**src/sv/rv32i_integer_execute_unit_macros.svh**
```systemverilog
// assertion macros shared by the rv32i integer execute unit
// expects signals named clock and reset in the scope of use
`ifndef RV32I_INTEGER_EXECUTE_UNIT_MACROS_SVH
`define RV32I_INTEGER_EXECUTE_UNIT_MACROS_SVH

// same-cycle implication, checked outside reset
`define RVX_ASSERT_NOW(label, ante, cons, msg) \
   label: assert property (@(posedge clock) disable iff (reset) (ante) |-> (cons)) \
      else $error(msg);

// next-cycle implication, checked outside reset
`define RVX_ASSERT_NEXT(label, ante, cons, msg) \
   label: assert property (@(posedge clock) disable iff (reset) (ante) |=> (cons)) \
      else $error(msg);

`endif

```
**src/sv/rvx_pkg.sv**
```systemverilog
// shared types and constants of the rv32i integer execute unit
// no dependencies
package rvx_pkg;

   localparam int XLEN     = 32;
   localparam int NUM_REGS = 32;
   localparam int REG_IDX  = $clog2(NUM_REGS);
   localparam int CMD_W    = 3;

   localparam logic [XLEN-1:0] PC_STEP = XLEN'(4);

   // instruction group carried with each item
   typedef enum logic [CMD_W-1:0] {
      CMD_REG    = 3'd0,
      CMD_IMM    = 3'd1,
      CMD_LUI    = 3'd2,
      CMD_BRANCH = 3'd3,
      CMD_JAL    = 3'd4,
      CMD_JALR   = 3'd5
   } cmd_type;

   // funct3 codes, alu ops
   localparam logic [2:0] F3_ADD  = 3'd0;
   localparam logic [2:0] F3_SLL  = 3'd1;
   localparam logic [2:0] F3_SLT  = 3'd2;
   localparam logic [2:0] F3_SLTU = 3'd3;
   localparam logic [2:0] F3_XOR  = 3'd4;
   localparam logic [2:0] F3_SRL  = 3'd5;
   localparam logic [2:0] F3_OR   = 3'd6;
   localparam logic [2:0] F3_AND  = 3'd7;

   // funct3 codes, branches
   localparam logic [2:0] F3_BEQ  = 3'd0;
   localparam logic [2:0] F3_BNE  = 3'd1;
   localparam logic [2:0] F3_BLT  = 3'd4;
   localparam logic [2:0] F3_BGE  = 3'd5;
   localparam logic [2:0] F3_BLTU = 3'd6;
   localparam logic [2:0] F3_BGEU = 3'd7;

   localparam logic [2:0] F3_JALR = 3'd0;

   // funct7 codes
   localparam logic [6:0] F7_BASE = 7'h00;
   localparam logic [6:0] F7_ALT  = 7'h20;

   typedef struct packed {
      logic [REG_IDX-1:0] dest_reg;
      logic [XLEN-1:0]    dest_value;
      logic               dest_write;
      logic [XLEN-1:0]    next_pc;
      logic               redirected;
      logic               illegal;
   } rsp_type;

endpackage

```
**src/sv/rvx_req_if.sv**
```systemverilog
// instruction channel: valid/ready handshake with group and instruction word
// depends on rvx_pkg
interface rvx_req_if;
   import rvx_pkg::*;

   logic              valid;
   logic              ready;
   logic [CMD_W-1:0]  cmd;
   logic [XLEN-1:0]   instruction;

   modport source (output valid, output cmd, output instruction, input ready);
   modport sink   (input valid, input cmd, input instruction, output ready);
endinterface

```
**src/sv/rvx_rsp_if.sv**
```systemverilog
// result channel: valid/ready handshake with write-back and pc fields
// depends on rvx_pkg
interface rvx_rsp_if;
   import rvx_pkg::*;

   logic               valid;
   logic               ready;
   logic [REG_IDX-1:0] dest_reg;
   logic [XLEN-1:0]    dest_value;
   logic               dest_write;
   logic [XLEN-1:0]    next_pc;
   logic               redirected;
   logic               illegal;

   modport source (output valid, output dest_reg, output dest_value, output dest_write,
                   output next_pc, output redirected, output illegal, input ready);
   modport sink   (input valid, input dest_reg, input dest_value, input dest_write,
                   input next_pc, input redirected, input illegal, output ready);
endinterface

```
**src/sv/rv32i_integer_execute_unit.sv**
```systemverilog
// rv32i integer execute unit: register file memory, pc and single-stage alu
// depends on rvx_pkg, rvx_req_if, rvx_rsp_if and the assertion macros header
//
// usage
//   req_bus carries one instruction item: cmd selects the group (reg-reg, reg-imm,
//   lui, branch, jal, jalr) and instruction is the 32-bit word. rsp_bus returns
//   one result item per instruction, in order: register write-back, next pc,
//   redirect and illegal flags.
//   the register file is a synchronous memory with two read ports read at
//   the accept edge into the execute stage registers; the alu, branch compare
//   and write-back work in the execute stage, and the result then sits in the
//   output register.
//   throughput: one item per cycle while rsp_bus.ready stays high. a result
//   written back in the execute cycle is forwarded to the item read in that
//   same cycle, so dependent instructions may follow back to back.
//   reset (synchronous): pc returns to zero and all registers read as zero at
//   once through per-entry valid bits; no clearing pass is needed.
//   stall: when rsp_bus.ready is low the output register holds its item, the
//   execute stage holds the next one, and req_bus.ready falls only once both
//   are full.
module rv32i_integer_execute_unit (
   input  logic       clock,
   input  logic       reset,
   rvx_req_if.sink    req_bus,
   rvx_rsp_if.source  rsp_bus
);
   import rvx_pkg::*;

   `include "rv32i_integer_execute_unit_macros.svh"

   // register file memory and its entry valid bits
   logic [XLEN-1:0]      rf_mem [NUM_REGS];
   logic [NUM_REGS-1:0]  rf_vld_ff;

   // execute stage
   logic                 s1_valid_ff;
   logic [CMD_W-1:0]     s1_cmd_ff;
   logic [XLEN-1:0]      s1_instr_ff;
   logic [XLEN-1:0]      rs1_data_ff, rs2_data_ff;
   logic                 rs1_vld_ff, rs2_vld_ff;

   // last write-back, forwarded to the item whose read raced it
   logic                 fwd_valid_ff;
   logic [REG_IDX-1:0]   fwd_addr_ff;
   logic [XLEN-1:0]      fwd_data_ff;

   logic [XLEN-1:0]      pc_ff;

   // output register
   logic                 rsp_valid_ff;
   rsp_type              rsp_ff;
   rsp_type              rsp_in;

   logic                 req_acc, s1_adv;
   logic [REG_IDX-1:0]   req_rs1, req_rs2;

   // write-back port
   logic                 rf_we;
   logic [REG_IDX-1:0]   rf_waddr;
   logic [XLEN-1:0]      rf_wdata;

   // decode fields
   logic [REG_IDX-1:0]   rd, rs1, rs2;
   logic [2:0]           f3;
   logic [6:0]           f7;
   logic [XLEN-1:0]      op_a, op_b;
   logic [XLEN-1:0]      imm_i, imm_b, imm_j, imm_u;
   logic [XLEN-1:0]      seq_pc;
   logic [4:0]           shamt;
   logic [2*XLEN-1:0]    rot_wide;

   logic [XLEN-1:0]      val;
   logic [XLEN-1:0]      npc;
   logic                 wr, redir, ill, take;
   logic                 lt_s, lt_u;

   // handshake: the execute stage moves on when the output register is free
   assign s1_adv  = s1_valid_ff && (!rsp_valid_ff || rsp_bus.ready);
   assign req_acc = req_bus.valid && req_bus.ready;
   assign req_bus.ready = !s1_valid_ff || s1_adv;

   assign req_rs1 = req_bus.instruction[19:15];
   assign req_rs2 = req_bus.instruction[24:20];

   // memory: read on accept, write from execute stage
   always_ff @(posedge clock) begin
      if (rf_we) begin
         rf_mem[rf_waddr] <= rf_wdata;
      end
      if (req_acc) begin
         rs1_data_ff <= rf_mem[req_rs1];
         rs2_data_ff <= rf_mem[req_rs2];
         rs1_vld_ff  <= rf_vld_ff[req_rs1];
         rs2_vld_ff  <= rf_vld_ff[req_rs2];
         s1_cmd_ff   <= req_bus.cmd;
         s1_instr_ff <= req_bus.instruction;
      end
   end

   // decode
   assign rd  = s1_instr_ff[11:7];
   assign rs1 = s1_instr_ff[19:15];
   assign rs2 = s1_instr_ff[24:20];
   assign f3  = s1_instr_ff[14:12];
   assign f7  = s1_instr_ff[31:25];

   // operands: forwarded write first, then memory, entries never written read zero
   always_comb begin
      if (fwd_valid_ff && fwd_addr_ff == rs1) begin
         op_a = fwd_data_ff;
      end else if (rs1_vld_ff) begin
         op_a = rs1_data_ff;
      end else begin
         op_a = '0;
      end
      if (fwd_valid_ff && fwd_addr_ff == rs2) begin
         op_b = fwd_data_ff;
      end else if (rs2_vld_ff) begin
         op_b = rs2_data_ff;
      end else begin
         op_b = '0;
      end
   end

   // immediates, all signed from bit 31
   assign imm_i = {{20{s1_instr_ff[31]}}, s1_instr_ff[31:20]};
   assign imm_b = {{20{s1_instr_ff[31]}}, s1_instr_ff[7], s1_instr_ff[30:25],
                   s1_instr_ff[11:8], 1'b0};
   assign imm_j = {{12{s1_instr_ff[31]}}, s1_instr_ff[19:12], s1_instr_ff[20],
                   s1_instr_ff[30:21], 1'b0};
   assign imm_u = {s1_instr_ff[31:12], 12'd0};

   assign seq_pc   = pc_ff + PC_STEP;
   assign shamt    = op_b[4:0];
   assign rot_wide = {op_a, op_a} >> shamt;
   assign lt_s     = $signed(op_a) < $signed(op_b);
   assign lt_u     = op_a < op_b;

   // execute
   always_comb begin
      val   = '0;
      npc   = seq_pc;
      wr    = 1'b0;
      redir = 1'b0;
      ill   = 1'b0;
      take  = 1'b0;
      unique case (s1_cmd_ff)
         CMD_REG: begin
            if (f7 == F7_BASE) begin
               wr = 1'b1;
               unique case (f3)
                  F3_ADD:  val = op_a + op_b;
                  F3_SLL:  val = op_a << shamt;
                  F3_SLT:  val = XLEN'(lt_s);
                  F3_SLTU: val = XLEN'(lt_u);
                  F3_XOR:  val = op_a ^ op_b;
                  F3_SRL:  val = op_a >> shamt;
                  F3_OR:   val = op_a | op_b;
                  default: val = op_a & op_b;
               endcase
            end else if (f7 == F7_ALT && f3 == F3_ADD) begin
               val = op_a - op_b;
               wr  = 1'b1;
            end else if (f7 == F7_ALT && f3 == F3_SRL) begin
               // sra in this block rotates right
               val = rot_wide[XLEN-1:0];
               wr  = 1'b1;
            end else begin
               ill = 1'b1;
            end
         end
         CMD_IMM: begin
            wr = 1'b1;
            unique case (f3)
               F3_ADD:  val = op_a + imm_i;
               F3_SLT:  val = XLEN'($signed(op_a) < $signed(imm_i));
               F3_SLTU: val = XLEN'(op_a < imm_i);
               F3_XOR:  val = op_a ^ imm_i;
               F3_OR:   val = op_a | imm_i;
               F3_AND:  val = op_a & imm_i;
               default: begin
                  wr  = 1'b0;
                  ill = 1'b1;
               end
            endcase
         end
         CMD_LUI: begin
            val = imm_u;
            wr  = 1'b1;
         end
         CMD_BRANCH: begin
            unique case (f3)
               F3_BEQ:  take = op_a == op_b;
               F3_BNE:  take = op_a != op_b;
               F3_BLT:  take = lt_s;
               F3_BGE:  take = !lt_s;
               F3_BLTU: take = lt_u;
               F3_BGEU: take = !lt_u;
               default: ill  = 1'b1;
            endcase
            if (take) begin
               npc   = pc_ff + imm_b;
               redir = 1'b1;
            end
         end
         CMD_JAL: begin
            val   = seq_pc;
            wr    = 1'b1;
            npc   = pc_ff + imm_j;
            redir = 1'b1;
         end
         CMD_JALR: begin
            if (f3 == F3_JALR) begin
               // target uses rs1 as read, before this item's write-back
               val   = seq_pc;
               wr    = 1'b1;
               npc   = op_a + imm_i;
               redir = 1'b1;
            end else begin
               ill = 1'b1;
            end
         end
         default: ill = 1'b1;
      endcase
   end

   // write-back, x0 and illegal items drop the write
   assign rf_we    = s1_adv && wr && !ill && rd != '0;
   assign rf_waddr = rd;
   assign rf_wdata = val;

   always_comb begin
      rsp_in.dest_write = wr && !ill && rd != '0;
      rsp_in.dest_reg   = rsp_in.dest_write ? rd  : '0;
      rsp_in.dest_value = rsp_in.dest_write ? val : '0;
      rsp_in.next_pc    = npc;
      rsp_in.redirected = redir;
      rsp_in.illegal    = ill;
   end

   // control state
   always_ff @(posedge clock) begin
      if (reset) begin
         s1_valid_ff  <= 1'b0;
         rsp_valid_ff <= 1'b0;
         fwd_valid_ff <= 1'b0;
         rf_vld_ff    <= '0;
         pc_ff        <= '0;
      end else begin
         if (req_bus.ready) begin
            s1_valid_ff <= req_bus.valid;
         end
         if (s1_adv) begin
            rsp_valid_ff <= 1'b1;
            pc_ff        <= npc;
         end else if (rsp_bus.ready) begin
            rsp_valid_ff <= 1'b0;
         end
         if (rf_we) begin
            fwd_valid_ff        <= 1'b1;
            rf_vld_ff[rf_waddr] <= 1'b1;
         end
      end
   end

   // payload
   always_ff @(posedge clock) begin
      if (rf_we) begin
         fwd_addr_ff <= rf_waddr;
         fwd_data_ff <= rf_wdata;
      end
      if (s1_adv) begin
         rsp_ff <= rsp_in;
      end
   end

   assign rsp_bus.valid      = rsp_valid_ff;
   assign rsp_bus.dest_reg   = rsp_ff.dest_reg;
   assign rsp_bus.dest_value = rsp_ff.dest_value;
   assign rsp_bus.dest_write = rsp_ff.dest_write;
   assign rsp_bus.next_pc    = rsp_ff.next_pc;
   assign rsp_bus.redirected = rsp_ff.redirected;
   assign rsp_bus.illegal    = rsp_ff.illegal;

   // checks
   `RVX_ASSERT_NOW(a_no_x0_write, rf_we, rf_waddr != '0, "write-back aimed at x0")
   `RVX_ASSERT_NOW(a_illegal_is_quiet, rsp_valid_ff && rsp_ff.illegal,
      !rsp_ff.dest_write && !rsp_ff.redirected, "illegal item wrote or redirected")
   `RVX_ASSERT_NEXT(a_pc_matches_rsp, s1_adv, rsp_ff.next_pc == pc_ff,
      "pc and reported next pc disagree")

endmodule
```
**src/flat_wrapper.sv**
```systemverilog
// flat-port wrapper written by rule: the top's interface ports become plain ports
module rv32i_integer_execute_unit_flat import rvx_pkg::*;
  (clock, reset, req_bus_valid, req_bus_cmd, req_bus_instruction, req_bus_ready, rsp_bus_valid, rsp_bus_dest_reg, rsp_bus_dest_value, rsp_bus_dest_write, rsp_bus_next_pc, rsp_bus_redirected, rsp_bus_illegal, rsp_bus_ready);
  rvx_req_if req_bus_i ();
  rvx_rsp_if rsp_bus_i ();
  input  logic clock;
  input  logic reset;
  input wire logic [$bits(req_bus_i.valid)-1:0] req_bus_valid;
  input wire logic [$bits(req_bus_i.cmd)-1:0] req_bus_cmd;
  input wire logic [$bits(req_bus_i.instruction)-1:0] req_bus_instruction;
  output wire logic [$bits(req_bus_i.ready)-1:0] req_bus_ready;
  output wire logic [$bits(rsp_bus_i.valid)-1:0] rsp_bus_valid;
  output wire logic [$bits(rsp_bus_i.dest_reg)-1:0] rsp_bus_dest_reg;
  output wire logic [$bits(rsp_bus_i.dest_value)-1:0] rsp_bus_dest_value;
  output wire logic [$bits(rsp_bus_i.dest_write)-1:0] rsp_bus_dest_write;
  output wire logic [$bits(rsp_bus_i.next_pc)-1:0] rsp_bus_next_pc;
  output wire logic [$bits(rsp_bus_i.redirected)-1:0] rsp_bus_redirected;
  output wire logic [$bits(rsp_bus_i.illegal)-1:0] rsp_bus_illegal;
  input wire logic [$bits(rsp_bus_i.ready)-1:0] rsp_bus_ready;
  assign req_bus_i.valid = req_bus_valid;
  assign req_bus_i.cmd = req_bus_cmd;
  assign req_bus_i.instruction = req_bus_instruction;
  assign req_bus_ready = req_bus_i.ready;
  assign rsp_bus_valid = rsp_bus_i.valid;
  assign rsp_bus_dest_reg = rsp_bus_i.dest_reg;
  assign rsp_bus_dest_value = rsp_bus_i.dest_value;
  assign rsp_bus_dest_write = rsp_bus_i.dest_write;
  assign rsp_bus_next_pc = rsp_bus_i.next_pc;
  assign rsp_bus_redirected = rsp_bus_i.redirected;
  assign rsp_bus_illegal = rsp_bus_i.illegal;
  assign rsp_bus_i.ready = rsp_bus_ready;
  rv32i_integer_execute_unit u_core (.clock(clock), .reset(reset), .req_bus(req_bus_i), .rsp_bus(rsp_bus_i));
endmodule
```
**config.mk**
```make
export PLATFORM = sky130hd
export DESIGN_NAME = rv32i_integer_execute_unit_flat
export DESIGN_NICKNAME = d
export VERILOG_FILES = /design/src/sv/rvx_pkg.sv /design/src/sv/rvx_req_if.sv /design/src/sv/rvx_rsp_if.sv /design/src/sv/rv32i_integer_execute_unit.sv /design/src/flat_wrapper.sv
export VERILOG_INCLUDE_DIRS = /design/src /design/src/sv
export SDC_FILE = /design/constraint.sdc
export NUM_CORES = 2
export LEC_CHECK = 0
export BUFFER_PORTS_ARGS = -buffer_cell sky130_fd_sc_hd__buf_2
export CORE_ASPECT_RATIO = 1.25
export CORE_MARGIN = 1.5
export CORE_UTILIZATION = 30
export DETAILED_ROUTE_END_ITERATION = 10
export PLACE_DENSITY = 0.45
export SLEW_MARGIN = 10
export SYNTH_ARGS = -nofsm -noshare
export SYNTH_HDL_FRONTEND = slang
export SYNTH_SLANG_ARGS = --single-unit
```
**constraint.sdc**
```tcl
create_clock -name clock -period 6.75 [get_ports clock]
set_clock_uncertainty 0.15 [all_clocks]
set_input_delay 0.675 -clock clock [delete_from_list [all_inputs] [get_ports clock]]
set_output_delay 0.675 -clock clock [all_outputs]
set_load 0.05 [all_outputs]
```
-- Yosys cells after proc, flatten, opt, wreduce, memory -nomap -nowiden
Memories as Yosys holds them, arrays and structs flattened. A register that Yosys moved wholly into a read port is not among the register bits.
Cells that the tools add are included.
- multiply operators: 0
- bitwise gates (word level): 7
- eq/ne operators: 17
- shift-type cells: 3
- $add $sub $neg: 6
- reductions and logical operators: 27
- multiplexer cells: 41
- div/mod/pow operators: 0
- order comparisons: 8
- operators by type and width (operator ; count):
    32-bit 2-to-1 mux ; 10
    32-bit one-hot mux with 7 select lines ; 1
    32-bit one-hot mux with 6 select lines ; 1
    32-bit one-hot mux with 5 select lines ; 1
    32-bit adder ; 4
    32-bit less-than comparator ; 3
    32-bit OR ; 3
    32-bit one-hot mux with 3 select lines ; 1
    32-bit bitwise AND ; 2
    64-bit by 5-bit >> shifter with 32-bit output ; 1
    32-bit XOR ; 2
    32-bit by 3-bit adder with 32-bit output, second input constant ; 1
    32-bit equality test ; 1
    32-bit by 12-bit less-than comparator with 1-bit output ; 1
    32-bit inequality test ; 1
    32-bit by 5-bit left shift with 32-bit output ; 1
    32-bit by 5-bit >> shifter with 32-bit output ; 1
    32-bit subtractor ; 1
    1-bit 2-to-1 mux ; 20
    3-bit equality test, second input constant ; 6
    5-bit by 6-bit less-than comparator with 1-bit output, second input constant ; 3
    3-bit by 2-bit equality test with 1-bit output, second input constant ; 4
    1-bit logical AND ; 12
    6-bit OR reduction ; 2
    17 further kinds ; 26
- bits of input ports: 39
- output and inout port bits: 74
- flip-flop bits (word level): 213
- memory bits (read-only): 0
- word-level logic and storage cells: 127
- RAM bits: 1024
- memories kept: 1
- bits in latches: 0
- memories (memory ; depth ; width ; read ports ; clocked after memory_dff ; write ports ; line ; RTL):
    u_core.rf_mem ; 32 ; 32 ; 2 ; 2 ; 1 ; rv32i_integer_execute_unit.sv:32 ; logic [XLEN-1:0] rf_mem [NUM_REGS];

-- Depth between registers and ports, before layout
- word-level depth: 11
- gate-level depth with buffers: 24
- depth with buffers taken out: 20

-- Worst setup path after synthesis
No wires, ideal clock.
- kind: reg2reg
- from: reg u_core.s1_instr_ff[31]
- to: mem u_core.rf_mem[31][0] (enable)
- required time: 6.179 ns
- slack: 0.267 ns
- path buffers: 0
- arrival: 5.912 ns
- library setup time: 0.421 ns
- stages on the path, launching flop included: 11
- clock period less this slack: 6.483 ns
- cells stage by stage: edfxtp_1 -> nor2_1 -> nand3_1 -> nor2_1 -> nand2_1 -> nand3_1 -> o21ai_0 -> a32o_1 -> nor2_1 -> nand3_1 -> nor2_1
- longest elaborated chain between the ends: 11
- elaborated cells between the ends (all ways): 18
- those cells by class: eq/ne (1); mux (10); reduce/logical (7)
- ends and longest elaborated chain (element ; line ; RTL):
    from (decl) ; rv32i_integer_execute_unit.sv:38 ; logic [XLEN-1:0] s1_instr_ff;
    from (signal assigned) ; rv32i_integer_execute_unit.sv:96 ; s1_instr_ff <= req_bus.instruction;
    7-bit by 6-bit equality test with 1-bit output ; rv32i_integer_execute_unit.sv:161, rv32i_integer_execute_unit.sv:164 ;
    1-bit logical AND ; rv32i_integer_execute_unit.sv:164 ; end else if (f7 == F7_ALT && f3 == F3_SRL) begin
    1-bit 2-to-1 mux ; rv32i_integer_execute_unit.sv:164 ;
    1-bit 2-to-1 mux ; rv32i_integer_execute_unit.sv:161 ; end else if (f7 == F7_ALT && f3 == F3_ADD) begin
    1-bit 2-to-1 mux ; rv32i_integer_execute_unit.sv:149 ; if (f7 == F7_BASE) begin
    1-bit one-hot mux with 5 select lines / 1-bit one-hot mux with 4 select lines (equally long branches) ; rv32i_integer_execute_unit.sv:147 ; unique case (s1_cmd_ff)
    1-bit zero test / 1-bit logical AND (equally long branches) ; rv32i_integer_execute_unit.sv:228 ; assign rf_we = s1_adv && wr && !ill && rd != '0;
    1-bit logical AND (*) (2 in a row) ; rv32i_integer_execute_unit.sv:228 ;
    named net u_core.rf_we ; rv32i_integer_execute_unit.sv:58 ; logic rf_we;
    1-bit 2-to-1 mux (*) ; rv32i_integer_execute_unit.sv:87 ; if (rf_we) begin
    1-bit 2-to-1 mux (not written as such) (*) ; rv32i_integer_execute_unit.sv:88 ; rf_mem[rf_waddr] <= rf_wdata;
    to (decl) ; rv32i_integer_execute_unit.sv:32 ;
The timed path passes the listed nets; every way through them passes the cells marked *.

-- Final worst setup path
- from: reg u_core.s1_instr_ff[16]
- to: mem u_core.rf_mem[15][10] (data pin)
- longest elaborated chain between the ends: 8
- elaborated cells between the ends (all ways): 21
- those cells by class: add/sub (3); eq/ne (1); shift (3); mux (7); bitwise (6); reduce/logical (1)
- ends and longest elaborated chain (element ; line ; RTL):
    5-bit equality test (*) ; rv32i_integer_execute_unit.sv:109 ; if (fwd_valid_ff && fwd_addr_ff == rs1) begin
    1-bit logical AND (*) ; rv32i_integer_execute_unit.sv:109 ;
    32-bit 2-to-1 mux (*) ; rv32i_integer_execute_unit.sv:109 ;
    parallel branches: the longest is 4 deep, another holds 32-bit adder ; - ;
    32-bit one-hot mux with 5 select lines (*) ; rv32i_integer_execute_unit.sv:147 ;
    named net u_core.rf_wdata[10] ; rv32i_integer_execute_unit.sv:60 ; logic [XLEN-1:0] rf_wdata;
Mark *: on every way through the listed nets, which the timed path passes.

==> reports/qor.tcl <==
set qor(fmax_ghz) 0.1514
set qor(vias) 55270
set qor(boundaryPins) 113
set qor(outcome) {finished, final reports clean}
set qor(power_frac_clock_pct) 39.2
set qor(drive_gt1_share_pct) 27.91
set qor(netlist.top_cell.by_area) {sky130_fd_sc_hd__edfxtp_1}
set qor(yosysWarningCount) 0
set qor(seqCellArea_um2) 38190
set qor(synth_area_um2) 76220
set qor(synth_commonest_cells) {1227 x sky130_fd_sc_hd__edfxtp_1, 664 x sky130_fd_sc_hd__mux4_2, 365 x sky130_fd_sc_hd__nor2_1}
set qor(power.density_cell_area_nw_per_um2) 231.1
set qor(most_common_cell_in_the_netlist) {sky130_fd_sc_hd__edfxtp_1}
set qor(synth.top_cell.area_share_pct) 48.34
set qor(slew_violations) 0
set qor(synthArstFlopShare_pct) 0
set qor(period_needed_ps) 6606
set qor(flow.area_growth_from_synthesis_pct) 17.20
set qor(number_of_buffers_on_the_longest_clock_path) 4
set qor(max_flop_register) {u_core.rf_mem}
set qor(detailedRoute.firstIterationViolations) 5542
set qor(start_util_pct) 30.20
set qor(yosys.cell_types.count) 128
set qor(power.share.sequential_pct) 43.7
set qor(cts_resized) 0
set qor(cell_repeated_most_along_the_worst_path) {sky130_fd_sc_hd__buf_4}
set qor(setup_slack_of_the_most_critical_reg_to_reg_path_ps) 140
set qor(irDropWorstVdd_mv) 0.1813
set qor(fin_total_pwr_mw) 20.64
set qor(buffer_ports.inserted) 105
set qor(largest_reg_flops) 1024
set qor(cts_buffers) 149
set qor(route.detailed.vias_per_inst) 5.858
set qor(core_area_um2) 252300
set qor(fillers) 24420
set qor(track_usage_pct) 25.01
set qor(post_drt_wl_per_cell_um) 34.78
set qor(yosys_register_bits) 1294
set qor(first_global_vias) 56260
set qor(antenna_violating_nets_post_route) 0
set qor(num-nets-final) 6275
set qor(crit_family) {compound AO/OA/AOI/OAI gates}
set qor(slew-limit-headroom_pct) 4.471
set qor(clk_pin_slew_worst_paths_ps) 60
set qor(timing.final.hold_violations) 0
set qor(hold_path_depth) 4
set qor(power.switching_mw) 5.783
set qor(worst-slew-pin-transition_ps) 1418
set qor(number_of_antenna_violations_at_the_first_check_in_global_routing) 17
set qor(crit_chain) {xnor2_1 > nand2_1 > nor2_4 > o21ai_0 > inv_1 > ha_1 > inv_1 > fa_1 > nor2b_1 > o21a_1 > o2111a_1 > nor2_1 > buf_4 > nand2_1 > xnor2_1 > a2bb2oi_1 > o21ai_0 > o311ai_0 > buf_4 > o211ai_1 > buf_4 > buf_4}
set qor(totalNegativeSetupSlack_ps) 0
set qor(crit_type) {register to register}
set qor(switching_share_pct) 28.01
set qor(r2r_cells) 22
set qor(globalplace.congestion) 1.021
set qor(hp-class) {primary input to register}
set qor(ctsHtreeMaxLevel) 4
set qor(share_comb_of_total_power_pct) 17.1
set qor(cp-start-kind) {register}
set qor(max-cap-violations) 0
set qor(grt_first_pass_wirelength_um) 451100
set qor(synth_area_per_cell_um2) 13.61
set qor(clock_tree.root_cell) {sky130_fd_sc_hd__clkbuf_16}
set qor(detail_route.drc_violations) 0
set qor(die_area_um2) 257100
set qor(worst-path-buf-inv) 6
set qor(grt_start_max_net_pins) 77
set qor(finalSetupViolCount) 0
set qor(die_h_um) 566.5
set qor(drt-total-wl_um) 328200
set qor(postSynthCellCount) 5602
set qor(cell_internal_pwr_mw) 14.86
set qor(num_rows) 206
set qor(fin_crit_sh_pct) 97.87
set qor(leakagePower_nw) 30.33
set qor(clock-sinks) 1294
set qor(area_taken_by_multi_input_logic_gates_um2) 36180
set qor(leading_post_synthesis_cells_by_cell_area) {sky130_fd_sc_hd__edfxtp_1 48%, sky130_fd_sc_hd__mux4_2 20%, sky130_fd_sc_hd__ha_1 4.0%, sky130_fd_sc_hd__a21oi_1 2.0%, sky130_fd_sc_hd__o21ai_0 1.8%}
set qor(cpPeakStageDelay_ps) 1010
set qor(die-width_um) 453.8
set qor(crit_required_ps) 7140
set qor(clock_tree_from_tritoncts) {built}
set qor(timing.critical_path.fanout_max) 14
set qor(crit_arrival_ps) 7000
set qor(firstDrtPassIters) 6
set qor(critical_path_cell_count) 22
set qor(worst_skew_pair.late_latency_ps) 810
set qor(cp_slowest_cell) {sky130_fd_sc_hd__o311ai_0}
set qor(synth-main-ff-cell) {sky130_fd_sc_hd__edfxtp_1}
set qor(rsz0062_at_grt) {false}
set qor(synth-edff-count) 1227
set qor(cp-end-kind) {register}
set qor(dpl.hpwl_um) 229300
set qor(grt-ovfl-total) 0
set qor(synth-seq-area-share_pct) 50.10
## cells by family (layout without fill, tap and decap cells)
kind of cell | Yosys count | after routing | share of synthesized area (%)
buf+inv | 569 | 1037 | 3.136
flops | 1294 | 1294 | 50.10
simple gates | 1190 | 1190 | 7.368
other cells | 1 | 38 | 0.004920
xor+xnor | 152 | 152 | 1.747
compound gates | 1354 | 1354 | 12.06
mux | 796 | 796 | 21.49
fa+ha+maj | 246 | 246 | 4.088
## final cells by class
type                    count  area share (%)
well taps                3328           4.662
repair buffers            611           6.088
diodes                      6         0.01681
multi-input cells        3770           40.50
clock inverters            75          0.8264
flip-flops and latches   1294           42.75
inverters                 164          0.7004
clock buffers             187           4.452
## cells in the final DEF, fill, tap and decap left out, drive strengths merged, types with 18 or more instances in the layout
cell type    instances
mux2                82
nand4               33
o2111ai             33
a31oi               34
mux2i               50
a221oi              30
nand3              153
ha                 241
o21bai              46
nor2b               30
a221o               18
clkinv              59
o21ai              321
conb                32
edfxtp            1227
xnor2              109
dlygate4sd3         20
o21a                26
nor2               367
a22oi               35
o31ai               21
a21oi              311
or3                 27
o221ai              42
and3                24
clkbuf             187
buf                591
inv                164
mux4               664
nand2b              26
nand2              340
a21o                53
xor2                43
and2                49
a211oi              46
o211ai             125
nor3                64
dfxtp               67
o22ai               37
nor4                21
## power by group through the flow
| stage | combinational (mW) | clock (mW) | sequential (mW) |
|---|---|---|---|
| after floorplan | 1.97 | 0 | 9.23 |
| after CTS | 3.51 | 8.29 | 9.02 |
| after detailed placement | 3.48 | 0 | 9.19 |
| final | 3.54 | 8.09 | 9.02 |
| after global routing | 3.70 | 8.55 | 9.02 |
| after global placement | 3.49 | 0 | 9.18 |
## repair_timing
item	4_1_cts	5_1_grt
buffers inserted	0	0
endpoints found under the hold margin	20	0
endpoints found under the setup margin	0	0
hold buffers	20	0
## metal layers
metal	global-route usage, %	wire (um)
met4	15.15	23110
met1	29.36	122900
met2	43.67	166300
met5	0	51
met3	2.763	15810
## path summary, 6_finish.rpt
kind | from | to
hold / removal | rsp_bus_ready | u_core.rsp_bus.valid
setup / recovery | u_core.s1_instr_ff[16] | u_core.rf_mem[15][10]
hold reg to reg | u_core.pc_ff[0] | u_core.pc_ff[0]
setup reg to reg | u_core.s1_instr_ff[16] | u_core.rf_mem[15][10]
## worst min-delay path, stage by stage
cell and delay, ps:
sky130_fd_sc_hd__buf_2 80, sky130_fd_sc_hd__nor2b_1 60, sky130_fd_sc_hd__nor2_1 100, sky130_fd_sc_hd__nor2_1 40
## metrics by stage
step	utilization [%]	std cells	hold slack, ps	area, um2	worst slack [ps]
after floorplan	-	5633	298.2	76330	266.9
after global placement	33.44	9147	309.7	84390	336.9
after detailed placement	33.44	9147	320.0	84390	321.7
after CTS	35.39	9429	14.78	89300	268.7
after global routing	35.39	9430	74.70	89310	14.89
final	35.40	9435	68.60	89320	143.8
(Power assumes the default switching activity.)
